### config.mk
export PLATFORM = sky130hd
export DESIGN_NAME = pixel_hit_packet_decoder_top
export DESIGN_NICKNAME = d
export VERILOG_FILES = /design/src/design/phpd_pkg.sv /design/src/design/pixel_hit_packet_decoder_top.sv /design/src/design/phpd_decode.sv
export VERILOG_INCLUDE_DIRS = /design/src /design/src/design
export SDC_FILE = /design/constraint.sdc
export NUM_CORES = 1
export LEC_CHECK = 0
export BUFFER_PORTS_ARGS = -buffer_cell sky130_fd_sc_hd__clkbuf_2
export CAP_MARGIN = 10
export CORE_MARGIN = 3
export CORE_UTILIZATION = 29
export DETAILED_ROUTE_END_ITERATION = 8
export GPL_TIMING_DRIVEN = 0
export HOLD_SLACK_MARGIN = 0.12
export PLACE_DENSITY_LB_ADDON = 0.25
export SYNTH_ARGS = -nofsm -noshare
export SYNTH_HDL_FRONTEND = slang
export SYNTH_HIERARCHICAL = 1
export SYNTH_SLANG_ARGS = --single-unit
### constraint.sdc
create_clock -name clk -period 6.8 [get_ports clk]
set_input_delay 0.34 -clock clk [delete_from_list [all_inputs] [get_ports clk]]
set_output_delay 0.34 -clock clk [all_outputs]
set_load 0.03 [all_outputs]
### src/design/pixel_hit_packet_decoder_top_assert.svh
// Assertion macros for the pixel hit packet decoder.
// Both sample on clk and stay disabled while rst_n is low.
`ifndef PIXEL_HIT_PACKET_DECODER_TOP_ASSERT_SVH
`define PIXEL_HIT_PACKET_DECODER_TOP_ASSERT_SVH

// Same-cycle implication.
`define PHPD_CHECK_NOW(lbl, ante, cons, msg) \
  lbl: assert property (@(posedge clk) disable iff (!rst_n) (ante) |-> (cons)) \
    else $error(msg);

// Next-cycle implication.
`define PHPD_CHECK_NEXT(lbl, ante, cons, msg) \
  lbl: assert property (@(posedge clk) disable iff (!rst_n) (ante) |=> (cons)) \
    else $error(msg);

`endif

### src/design/phpd_pkg.sv
package phpd_pkg;

  typedef enum logic [1:0] {
    KIND_HIT     = 2'd0,
    KIND_TRIGGER = 2'd1,
    KIND_TIMING  = 2'd2,
    KIND_UNKNOWN = 2'd3
  } kind_t;

  localparam logic [3:0] HDR_HIT_A    = 4'hA;
  localparam logic [3:0] HDR_HIT_B    = 4'hB;
  localparam logic [3:0] HDR_TRIG_ALT = 4'h6;
  localparam logic [3:0] HDR_TIMING   = 4'h4;
  localparam logic [3:0] SUB_TRIGGER  = 4'hF;

  localparam logic CFG_COLUMN_OFFSET   = 1'b0;
  localparam logic CFG_USE_LOCAL_TIMER = 1'b1;

  localparam int FINE_W   = 42;
  localparam int COARSE_W = 18;

  typedef struct packed {
    kind_t                kind;
    logic                 is_hit;
    logic                 advance;
    logic [15:0]          addr;
    logic [7:0]           col;
    logic [7:0]           row;
    logic [9:0]           tot;
    logic [FINE_W-1:0]    fine;
    logic [COARSE_W-1:0]  coarse;
  } decode_t;

endpackage

### src/design/pixel_hit_packet_decoder_top.sv
// Pipeline: a packet passes the input register, then the result register, before
//   out_valid rises for it.
// Throughput: 1 packet per cycle while out_ready stays high; the local timer is updated
//   as a hit leaves the input stage, so back-to-back hits see each other's timer step.
// Reset: synchronous active-low rst_n clears both valid flags, the local timer and
//   the configuration registers; payload registers are not reset.
`include "pixel_hit_packet_decoder_top_assert.svh"

module pixel_hit_packet_decoder_top
  import phpd_pkg::*;
(
  input  logic        clk,
  input  logic        rst_n,

  input  logic        cfg_wr_en,
  input  logic        cfg_index,
  input  logic [9:0]  cfg_wdata,

  input  logic        in_valid,
  output logic        in_ready,
  input  logic [63:0] in_packet,
  input  logic [63:0] in_ext_time,

  output logic        out_valid,
  input  logic        out_ready,
  output logic [1:0]  out_packet_kind,
  output logic [15:0] out_pixel_address,
  output logic [7:0]  out_pixel_column,
  output logic [7:0]  out_pixel_row,
  output logic [10:0] out_sensor_column,
  output logic [9:0]  out_over_threshold_time,
  output logic [59:0] out_hit_time
);

  // Configuration registers; the user must write them only while the block is idle (not enforced here).
  logic [9:0]  column_offset_r;
  logic        use_local_timer_r;

  // Input stage.
  logic        s1_valid_r;
  logic [63:0] s1_packet_r;
  logic [63:0] s1_gtime_r;

  // Reference timer carried across hits.
  logic [63:0] local_timer_r;
  logic [63:0] local_timer_nxt;

  // Result stage.
  logic        out_valid_r;
  kind_t       kind_r;
  logic [15:0] addr_r;
  logic [7:0]  col_r;
  logic [7:0]  row_r;
  logic [10:0] scol_r;
  logic [9:0]  tot_r;
  logic [59:0] htime_r;

  decode_t     dec;
  logic        s1_adv;

  // Advance the input stage whenever the result register is free or being drained.
  assign s1_adv   = s1_valid_r && (!out_valid_r || out_ready);
  assign in_ready = !s1_valid_r || s1_adv;

  always_ff @(posedge clk) begin
    if (!rst_n) begin
      column_offset_r   <= '0;
      use_local_timer_r <= 1'b0;
    end else if (cfg_wr_en) begin
      case (cfg_index)
        CFG_COLUMN_OFFSET:   column_offset_r   <= cfg_wdata;
        CFG_USE_LOCAL_TIMER: use_local_timer_r <= cfg_wdata[0];
        default: ;
      endcase
    end
  end

  always_ff @(posedge clk) begin
    if (!rst_n) begin
      s1_valid_r <= 1'b0;
    end else if (in_ready) begin
      s1_valid_r <= in_valid;
    end
  end

  always_ff @(posedge clk) begin
    if (in_valid && in_ready) begin
      s1_packet_r <= in_packet;
      s1_gtime_r  <= in_ext_time;
    end
  end

  phpd_decode u_decode (
    .packet          (s1_packet_r),
    .ext_time        (s1_gtime_r),
    .use_local_timer (use_local_timer_r),
    .local_timer     (local_timer_r),
    .dec             (dec)
  );

  // Step the local timer one window when a hit leaving the input stage runs ahead of it.
  always_comb begin
    local_timer_nxt = local_timer_r;
    if (s1_adv && dec.advance) begin
      local_timer_nxt = {local_timer_r[63:40] + 24'd1, local_timer_r[39:0]};
    end
  end

  always_ff @(posedge clk) begin
    if (!rst_n) begin
      local_timer_r <= '0;
    end else begin
      local_timer_r <= local_timer_nxt;
    end
  end

  always_ff @(posedge clk) begin
    if (!rst_n) begin
      out_valid_r <= 1'b0;
    end else if (s1_adv) begin
      out_valid_r <= 1'b1;
    end else if (out_ready) begin
      out_valid_r <= 1'b0;
    end
  end

  // Drop every hit field to zero for non-hit packets.
  always_ff @(posedge clk) begin
    if (s1_adv) begin
      kind_r <= dec.kind;
      if (dec.is_hit) begin
        addr_r  <= dec.addr;
        col_r   <= dec.col;
        row_r   <= dec.row;
        scol_r  <= {3'd0, dec.col} + {1'b0, column_offset_r};
        tot_r   <= dec.tot;
        htime_r <= {dec.coarse, dec.fine};
      end else begin
        addr_r  <= '0;
        col_r   <= '0;
        row_r   <= '0;
        scol_r  <= '0;
        tot_r   <= '0;
        htime_r <= '0;
      end
    end
  end

  assign out_valid               = out_valid_r;
  assign out_packet_kind         = kind_r;
  assign out_pixel_address       = addr_r;
  assign out_pixel_column        = col_r;
  assign out_pixel_row           = row_r;
  assign out_sensor_column       = scol_r;
  assign out_over_threshold_time = tot_r;
  assign out_hit_time            = htime_r;

  `PHPD_CHECK_NOW(a_nonhit_zero, out_valid_r && (kind_r != KIND_HIT),
                  (htime_r == '0) && (scol_r == '0), "non-hit result carries hit fields")
  `PHPD_CHECK_NEXT(a_timer_hold, !(s1_adv && dec.is_hit), $stable(local_timer_r),
                   "local timer moved without a hit transfer")
  `PHPD_CHECK_NOW(a_sensor_col, out_valid_r && (kind_r == KIND_HIT),
                  scol_r == ({3'd0, col_r} + {1'b0, column_offset_r}), "sensor column mismatch")

endmodule

### src/design/phpd_decode.sv
module phpd_decode
  import phpd_pkg::*;
(
  input  logic [63:0] packet,
  input  logic [63:0] ext_time,
  input  logic        use_local_timer,
  input  logic [63:0] local_timer,
  output decode_t     dec
);

  logic [3:0]  header;
  logic [3:0]  sub;
  logic [63:0] ref_time;
  logic [1:0]  win_diff;
  logic [19:0] ref_hi;
  logic [19:0] ref_adj;

  assign header   = packet[63:60];
  assign sub      = packet[59:56];
  assign ref_time = use_local_timer ? local_timer : ext_time;

  always_comb begin
    dec.addr = packet[59:44];
    dec.col  = {dec.addr[15:9], dec.addr[2]};
    dec.row  = {dec.addr[8:3], dec.addr[1:0]};
    dec.tot  = packet[29:20];
    dec.fine = {packet[15:0], packet[43:30], ~packet[19:16], 8'd0};

    // pull the reference one window toward the hit time
    ref_hi   = ref_time[59:40];
    win_diff = ref_time[41:40] - dec.fine[41:40];
    case (win_diff)
      2'd1:    ref_adj = ref_hi - 20'd1;
      2'd3:    ref_adj = ref_hi + 20'd1;
      default: ref_adj = ref_hi;
    endcase
    dec.coarse = ref_adj[19:2];

    case (header)
      HDR_HIT_A, HDR_HIT_B: dec.kind = KIND_HIT;
      HDR_TRIG_ALT:         dec.kind = (sub == SUB_TRIGGER) ? KIND_TRIGGER : KIND_UNKNOWN;
      HDR_TIMING: begin
        if (sub == SUB_TRIGGER) dec.kind = KIND_TRIGGER;
        else if (!use_local_timer) dec.kind = KIND_TIMING;
        else dec.kind = KIND_UNKNOWN;
      end
      default:              dec.kind = KIND_UNKNOWN;
    endcase
    dec.is_hit  = (dec.kind == KIND_HIT);
    dec.advance = dec.is_hit && (dec.fine[41:40] == (local_timer[41:40] + 2'd1));
  end

endmodule
### Word level (Yosys, flattened, before mapping)

Index checks and enable logic that the tools add are counted.

| storage, ports and cells | value |
|---|---|
| register bits | 276 |
| word-level logic and storage cells | 52 |
| output and inout bits | 117 |
| input bits | 144 |

| operators by class | value |
|---|---|
| mux-type cells | 8 |
| reduce and logical (&&, ||, !) cells | 13 |
| add/subtract/negate cells | 6 |
| bitwise gates (word level) | 2 |
| eq/ne operators | 8 |

Operators with widths:

| kind | number |
|---|---|
| two-way mux 60 bit | 1 |
| case mux 20 bit (2 select lines) | 1 |
| adder 24 x 1 -> 24 bit, second input constant | 1 |
| adder 20 x 1 -> 20 bit, second input constant | 1 |
| subtractor 20 x 1 -> 20 bit, second input constant | 1 |
| == test 4 bit, second input constant | 3 |
| adder 8 x 10 -> 11 bit | 1 |
| == test 4 x 3 -> 1 bit, second input constant | 2 |
| case mux 2 bit (3 select lines) | 1 |
| logical AND 1 bit | 4 |
| two-way mux 2 bit | 2 |
| inverter 4 bit | 1 |
| AND reduction 2 bit | 2 |
| two-way mux 1 bit | 3 |
| adder 2 x 1 -> 2 bit, second input constant | 1 |
| == test 2 x 1 -> 1 bit, second input constant | 1 |
| == test 2 bit | 1 |
| == test 2 bit, second input constant | 1 |
| zero test 1 bit | 2 |
| zero test 2 bit | 1 |
| logical OR 1 bit | 2 |
| nonzero test 2 bit | 1 |
| OR reduction 2 bit | 1 |
| subtractor 2 bit | 1 |
| inverter 1 bit | 1 |

### Logic depth before layout (Yosys ltp)

Gate-level depths: netlist of run 1.

| depth | value |
|---|---|
| depth after elaboration | 6 |
| gate-level depth with buffers | 18 |
| depth with buffers taken out | 16 |

### Hierarchy

The synthesis of run 1 kept the hierarchy.

Modules (own cells, without submodules):

| module | times used | area an instance (um2) | cells each | sequential area each (um2) |
|---|---|---|---|---|
| pixel_hit_packet_decoder_top | 1 | 10040.9 | 607 | 8037.7 |
| phpd_decode | 1 | 2209.6 | 314 | 0.0 |

### Least setup slack after synthesis of run 1

No wires, ideal clock.

| timing | value |
|---|---|
| path kind | register to register |
| start point | reg out_valid_r (netlist: out_valid) |
| end point | reg htime_r[0] (netlist: out_hit_time[0]) (enable) |
| stages on the path, launching flop included | 4 |
| setup time | 592 ps |
| period minus slack after synthesis | 6096 ps |
| required time | 6208 ps |
| path buffers | 1 |
| arrival time | 5503 ps |
| slack | 704 ps |
| cells stage by stage | dfxtp_1 -> nor2b_4 -> buf_6 -> nor2_1 |

| between the ends | value |
|---|---|
| word-level cells in the longest chain between the ends | 3 |

RTL lines:

| item | line | source |
|---|---|---|
| start: declaration | pixel_hit_packet_decoder_top.sv:49 | `logic out_valid_r;` |
| start signal: assignment | pixel_hit_packet_decoder_top.sv:119 | `out_valid_r <= 1'b0;` |
| start signal: assignment | pixel_hit_packet_decoder_top.sv:121 | `out_valid_r <= 1'b1;` |
| start signal: assignment | pixel_hit_packet_decoder_top.sv:123 | `out_valid_r <= 1'b0;` |
| zero test 1 bit | pixel_hit_packet_decoder_top.sv:62 | `assign s1_adv = s1_valid_r && (!out_valid_r \|\| out_ready);` |
| logical OR 1 bit | pixel_hit_packet_decoder_top.sv:62 |  |
| logical AND 1 bit | pixel_hit_packet_decoder_top.sv:62 |  |
| via s1_adv | pixel_hit_packet_decoder_top.sv:59 | `logic s1_adv;` |
| end signal: assignment | pixel_hit_packet_decoder_top.sv:137 | `htime_r <= {dec.coarse, dec.fine};` |
| end: declaration | pixel_hit_packet_decoder_top.sv:56 | `logic [59:0] htime_r;` |

The timed path passes the listed nets, and every way through them passes these cells.
A chain may end at the register's enable or synchronous reset.

==> impl_metrics.toml, run 1 <==
[sta]
skew_ns = 0.0110
period_share_pct = 75.9
tightestPinTransition_ns = 0.847
hold_viol_final = 0
setup_violations = 0
tns_ns = 0
final.min_clock_period_ns = 5.16
maxSlewHeadroom_pct = 41.9
timing.final.ws_setup_ns = 1.64
rsz0062_at_grt = "false"
clock.fmax_ghz = 0.194
maxSlewViolCount = 0

[cts]
cts_tree = "built"
cts_buffers = 28
root_buffer = "clkbuf_16"
insertion_delay_ns = 0.54
post_cts_buffers = 0
htreeDepth = 1
cts_hold_buf = 99
max-clock-path-buffers = 3
clk_pin_slew_ns = 0.06
post_cts_resized = 0
cts_sinks = 232

[die]
initial_core_util_pct = 29.8
die_h_um = 198
rows = 69
die_area_sq_um = 39400
core_sq_um = 36000
die_x_um = 198
ios = 261

[layout]
final_area_sq_um = 14400
fin_util_pct = 40.0
drive_gt1_share_pct = 31.0
antenna-diode-count = 0
area_growth_pct = 34.1
final_nets = 1373

[min_path]
hp-class = "input pin to flop"
hold_end = "out_valid$_SDFFE_PN0P_"
hold_depth = 5
hp-start = "out_ready"

[critical_path]
worstPathArrival_ns = 5.46
ff2ff_path_depth = 17
regToRegStartpoint = "use_local_timer_r$_SDFFE_PN0P_"
critPathMaxFanout = 17
cp-end-kind = "flop"
critPathKind = "flop to flop"
cp-start-kind = "flop"
r2r-end = "out_hit_time[59]$_SDFFCE_PN0P_"
cp.required_ns = 7.10
r2r_slack_ns = 1.64

[synth]
syn_avg_cell_area_sq_um = 12.6
synth_area_sq_um = 10700
synth_cells = 854
synth_warnings = 6

[detailed_routing]
wl_per_cell_um = 15.7
route.detailed.drc = 0
totalWireLength_mm = 26.5
vias = 7332
drt-initial-drc-count = 294
drt.antenna.violating_nets = 0
dr.pass1.iters = 4
via_per_inst = 4.34

[placed_design]
port_buffers = 216
dpl_worst_slack_ns = 1.58
gp_congestion = 0.853
place_area_sq_um = 12500
dpl.hpwl_mm = 18.9

[grt]
grt_usage_pct = 13.2
antenna_found_initial = 0
overflow = 0
grt_pass1_wl_mm = 40.9
grt_max_degree = 44
first_global_vias = 7414

[pwr]
ir_drop_uv = 179
total_power_mw = 3.60
power_leakage_nw = 5.80
p_per_area_nw_per_um2 = 250

[outcome]
status = "complete, no violations"

[job]
drv_cap = 0
power breakdown:
group | total [mW] | internal [mW] | switching [mW]
combinational | 0.534 | 0.231 | 0.304
clock | 1.43 | 0.850 | 0.584
sequential | 1.63 | 1.61 | 0.0218
layout make-up:
class                   count  area (sq um)
repair buffers            319          2160
flip-flops and latches    232          6640
well taps                 461           577
multi-input cells         498          3290
inverters                  20          75.1
clock buffers              32           737
clock inverters            17           148
plain buffers             111           768
fillers                  3463         21600
layer usage:
layer  part of all wire [%]  wire length [um]  vias to the layer above  global-route usage (%)
met5                      0                 0                        -                       0
met4                    2.5               653                        0                    3.56
met3                    6.1              1620                       43                    2.76
met2                     46             12300                      196                    21.9
met1                     45             11900                     3425                    17.7
li1                       -                 -                     3668                       -
critical path, stage by stage, from the launching register on:
cell and delay, ns:
dfxtp_1 0.38, buf_6 0.17, mux2i_1 0.39, ha_1 0.26, xnor2_2 0.13, xnor2_2 0.42, nor2_1 0.16, inv_2 0.18
clkbuf_1 0.68, ha_1 0.40, o211a_1 0.20, o41ai_1 0.09, a221oi_1 0.42, o21a_1 0.27, nor3_1 0.09, o31ai_2 0.32
xor2_1 0.17, and2_1 0.19
how the worst max path moves through the flow:
stage                                              start                        endpoint  slack, ns
after floorplan                   out_valid$_SDFFE_PN0P_   out_hit_time[0]$_SDFFCE_PN0P_       0.70
after global placement                         out_ready  out_hit_time[57]$_SDFFCE_PN0P_      -1.82
after detailed placement  use_local_timer_r$_SDFFE_PN0P_  out_hit_time[59]$_SDFFCE_PN0P_       1.58
after CTS                 use_local_timer_r$_SDFFE_PN0P_  out_hit_time[59]$_SDFFCE_PN0P_       1.56
after global routing      use_local_timer_r$_SDFFE_PN0P_  out_hit_time[59]$_SDFFCE_PN0P_       1.21
final                     use_local_timer_r$_SDFFE_PN0P_  out_hit_time[59]$_SDFFCE_PN0P_       1.64
per-stage QoR:
step / std cells / hold slack, ns
after global placement: 1538 / 0.448
after CTS: 1690 / 0.199
final: 1690 / 0.240
after detailed placement: 1542 / 0.455
after global routing: 1690 / 0.240
after floorplan: 861 / 0.437
placed cells by master (no fill, tap or decap), drive strengths merged, types with 5 or more instances in the layout:
| cell | n |
|---|---|
| o21ai | 24 |
| clkinv | 9 |
| mux2i | 16 |
| xnor2 | 25 |
| xor2 | 19 |
| a21o | 7 |
| o211ai | 8 |
| ha | 18 |
| clkbuf | 271 |
| nor3 | 9 |
| dfxtp | 33 |
| buf | 92 |
| o31ai | 6 |
| nand3 | 17 |
| and2 | 112 |
| inv | 22 |
| nor2 | 49 |
| conb | 8 |
| and3 | 5 |
| nand4 | 10 |
| a211oi | 6 |
| a21oi | 34 |
| edfxtp | 199 |
| nand2 | 55 |
| nor2b | 6 |
| mux2 | 11 |
| dlygate4sd3 | 99 |
| nand2b | 6 |
registers in the layout (all words and copies together), names as in the netlist:
signal,cells
out_hit_time,60
s1_gtime_r,20
s1_packet_r,64
out_packet_kind,2
out_sensor_column,11
out_pixel_column,8
use_local_timer_r,1
column_offset_r,10
out_pixel_address,16
out_over_threshold_time,10
s1_valid_r,1
out_pixel_row,8
local_timer_r,20
out_valid,1
Note: power is estimated with default switching activity, not from simulation.
==> inputs of run 2 (changes only) <==
==> constraint.sdc (replaced) <==
create_clock -name clk -period 4.6 [get_ports clk]
set_input_delay 0.23 -clock clk [delete_from_list [all_inputs] [get_ports clk]]
set_output_delay 0.23 -clock clk [all_outputs]
set_load 0.03 [all_outputs]
==> run 2 against run 1 <==
  * Core utilization is 0.19 points higher
  * Flip-flop and latch count stayed put
  * Worst setup slack worse by 1.3 ns
  * Register-to-register slack worse by 1.3 ns
  * Global-route usage is 0.14 points higher
  * Clock skew is 0.0020 ns lower
  * Maximum frequency is 21% higher
  * Wire length is 1.4% higher
  * Via count is 2.4% higher
  * Clock power is 47% higher
  * Non-clock buffer count is 2 higher
  * Power is 48% higher
==> impl_metrics.toml, run 2 (synthesized netlist as in run 1, its figures left out) <==
[detailed_routing]
totalWireLength_mm = 26.9
drt.antenna.violating_nets = 0
dr.pass1.iters = 5
route.detailed.drc = 0
via_per_inst = 4.43
vias = 7508
wl_per_cell_um = 15.9
drt-initial-drc-count = 364

[die]
die_x_um = 198
initial_core_util_pct = 29.8
die_h_um = 198
core_sq_um = 36000
rows = 69
ios = 261
die_area_sq_um = 39400

[outcome]
status = "complete, no violations"

[sta]
setup_violations = 0
skew_ns = 0.00902
maxSlewHeadroom_pct = 40.0
timing.final.ws_setup_ns = 0.330
hold_viol_final = 0
rsz0062_at_grt = "false"
final.min_clock_period_ns = 4.27
holdWs_ns = 0.297
clock.fmax_ghz = 0.234
period_share_pct = 92.8
maxSlewViolCount = 0
tightestPinTransition_ns = 0.875

[job]
drv_cap = 0

[grt]
overflow = 0
grt_usage_pct = 13.4
antenna_found_initial = 0
first_global_vias = 7522
grt_pass1_wl_mm = 41.4
grt_max_degree = 51

[cts]
clk_pin_slew_ns = 0.06
cts_buffers = 28
root_buffer = "clkbuf_16"
max-clock-path-buffers = 3
htreeDepth = 1
cts_sinks = 232
insertion_delay_ns = 0.55
cts_tree = "built"

[layout]
largest_register_ff_count = 64
final_area_sq_um = 14500
drive_gt1_share_pct = 31.2
antenna-diode-count = 0
max_flop_register = "s1_packet_r"
final_nets = 1375
area_growth_pct = 34.7
fill_cells = 3432
final_common_cell = "clkbuf_2"
instances_no_fill = 1694
final_cell_mix = "clkbuf_2 (216), edfxtp_1 (199), and2_1 (109), dlygate4sd3_1 (100), buf_4 (82)"

[pwr]
power_leakage_nw = 5.82
ir_drop_uv = 284
p_per_area_nw_per_um2 = 368
total_power_mw = 5.32

[critical_path]
r2r_slack_ns = 0.33
slowest_delay_ns = 0.42
worstPathArrival_ns = 4.57
critPathKind = "flop to flop"
crit_slowest_cell = "ha_2"
cp-start-kind = "flop"
cp.required_ns = 4.90
cp-end-kind = "flop"
critPathMaxFanout = 17
crit_path_cell_trace = "buf_6, mux2i_2, ha_1, clkbuf_1, nor2_2, inv_2, clkbuf_4, ha_2, o211a_1, o41ai_1, a221oi_2, o21a_1, nor3_1, o31ai_2, xor2_1, and2_1"

[placed_design]
dpl_worst_slack_ns = -0.487
place_area_sq_um = 12600
gp_congestion = 0.861
dp_cells = 1543
dpl.hpwl_mm = 19.1
port_buffers = 216

[min_path]
hp-class = "input pin to flop"
-- run 2: path summary, 6_finish.rpt --
| check | startpoint | endpoint | cells past startpoint |
|---|---|---|---|
| setup / recovery | use_local_timer_r$_SDFFE_PN0P_ | out_hit_time[59]$_SDFFCE_PN0P_ | 16 |
| hold / removal | cfg_index | column_offset_r[5]$_SDFFE_PN0P_ | 5 |
| setup reg to reg | use_local_timer_r$_SDFFE_PN0P_ | out_hit_time[59]$_SDFFCE_PN0P_ | 16 |
| hold reg to reg | column_offset_r[5]$_SDFFE_PN0P_ | column_offset_r[5]$_SDFFE_PN0P_ | 2 |
-- run 2: final cells by class --
type,count,area (sq um),area share [%]
buffer,110,768,5.31
clock buffer,36,731,5.05
clock inverter,15,139,0.960
inverter,20,75.1,0.519
multi-input combinational,498,3320,23.0
sequential,232,6640,45.9
tap,461,577,3.99
timing repair buffer,322,2210,15.3
-- run 2: metrics by stage --
stage          util, %  setup TNS, ns
2_1_floorplan        -              0
3_3_place_gp      34.5        -123.28
3_5_place_dp      34.9          -3.07
4_1_cts           40.1              0
5_1_grt           40.2              0
6_report          40.2              0
-- run 2: power breakdown --
part | total [mW] | leakage [nW] | switching (mW) | internal, mW
sequential | 2.41 | 2.24 | 0.0325 | 2.38
combinational | 0.810 | 3.16 | 0.456 | 0.353
clock | 2.10 | 0.419 | 0.867 | 1.23
-- run 2: repair_timing --
item	4_1_cts	5_1_grt
pin swaps	0	1
hold buffers	100	0
hold endpoints to repair	99	0
resized for setup	4	6
gates cloned	0	0
setup endpoints to repair	11	11
buffers inserted	0	1
-- run 2: worst max-delay path: cells and delay by family, from the launching register on --
| kind | cells | cell delay, ns |
|---|---|---|
| DFF | 1 | 0.37 |
| AOI/OAI and AO/OA | 5 | 1.13 |
| muxes | 1 | 0.34 |
| buffers and inverters | 4 | 0.80 |
| and+or+nand+nor | 3 | 0.49 |
| adders and majority gates | 2 | 0.73 |
| xor gates and xnor gates | 1 | 0.15 |
-- run 2: per-layer routing --
metal  part of all wire, %  vias to the layer above  global-route usage, %
met5                     0                        -                      0
met4                   3.5                        0                   4.38
met3                   6.1                       60                   2.56
met2                    46                      246                   22.0
met1                    44                     3528                   17.8
li1                      -                     3674                      -
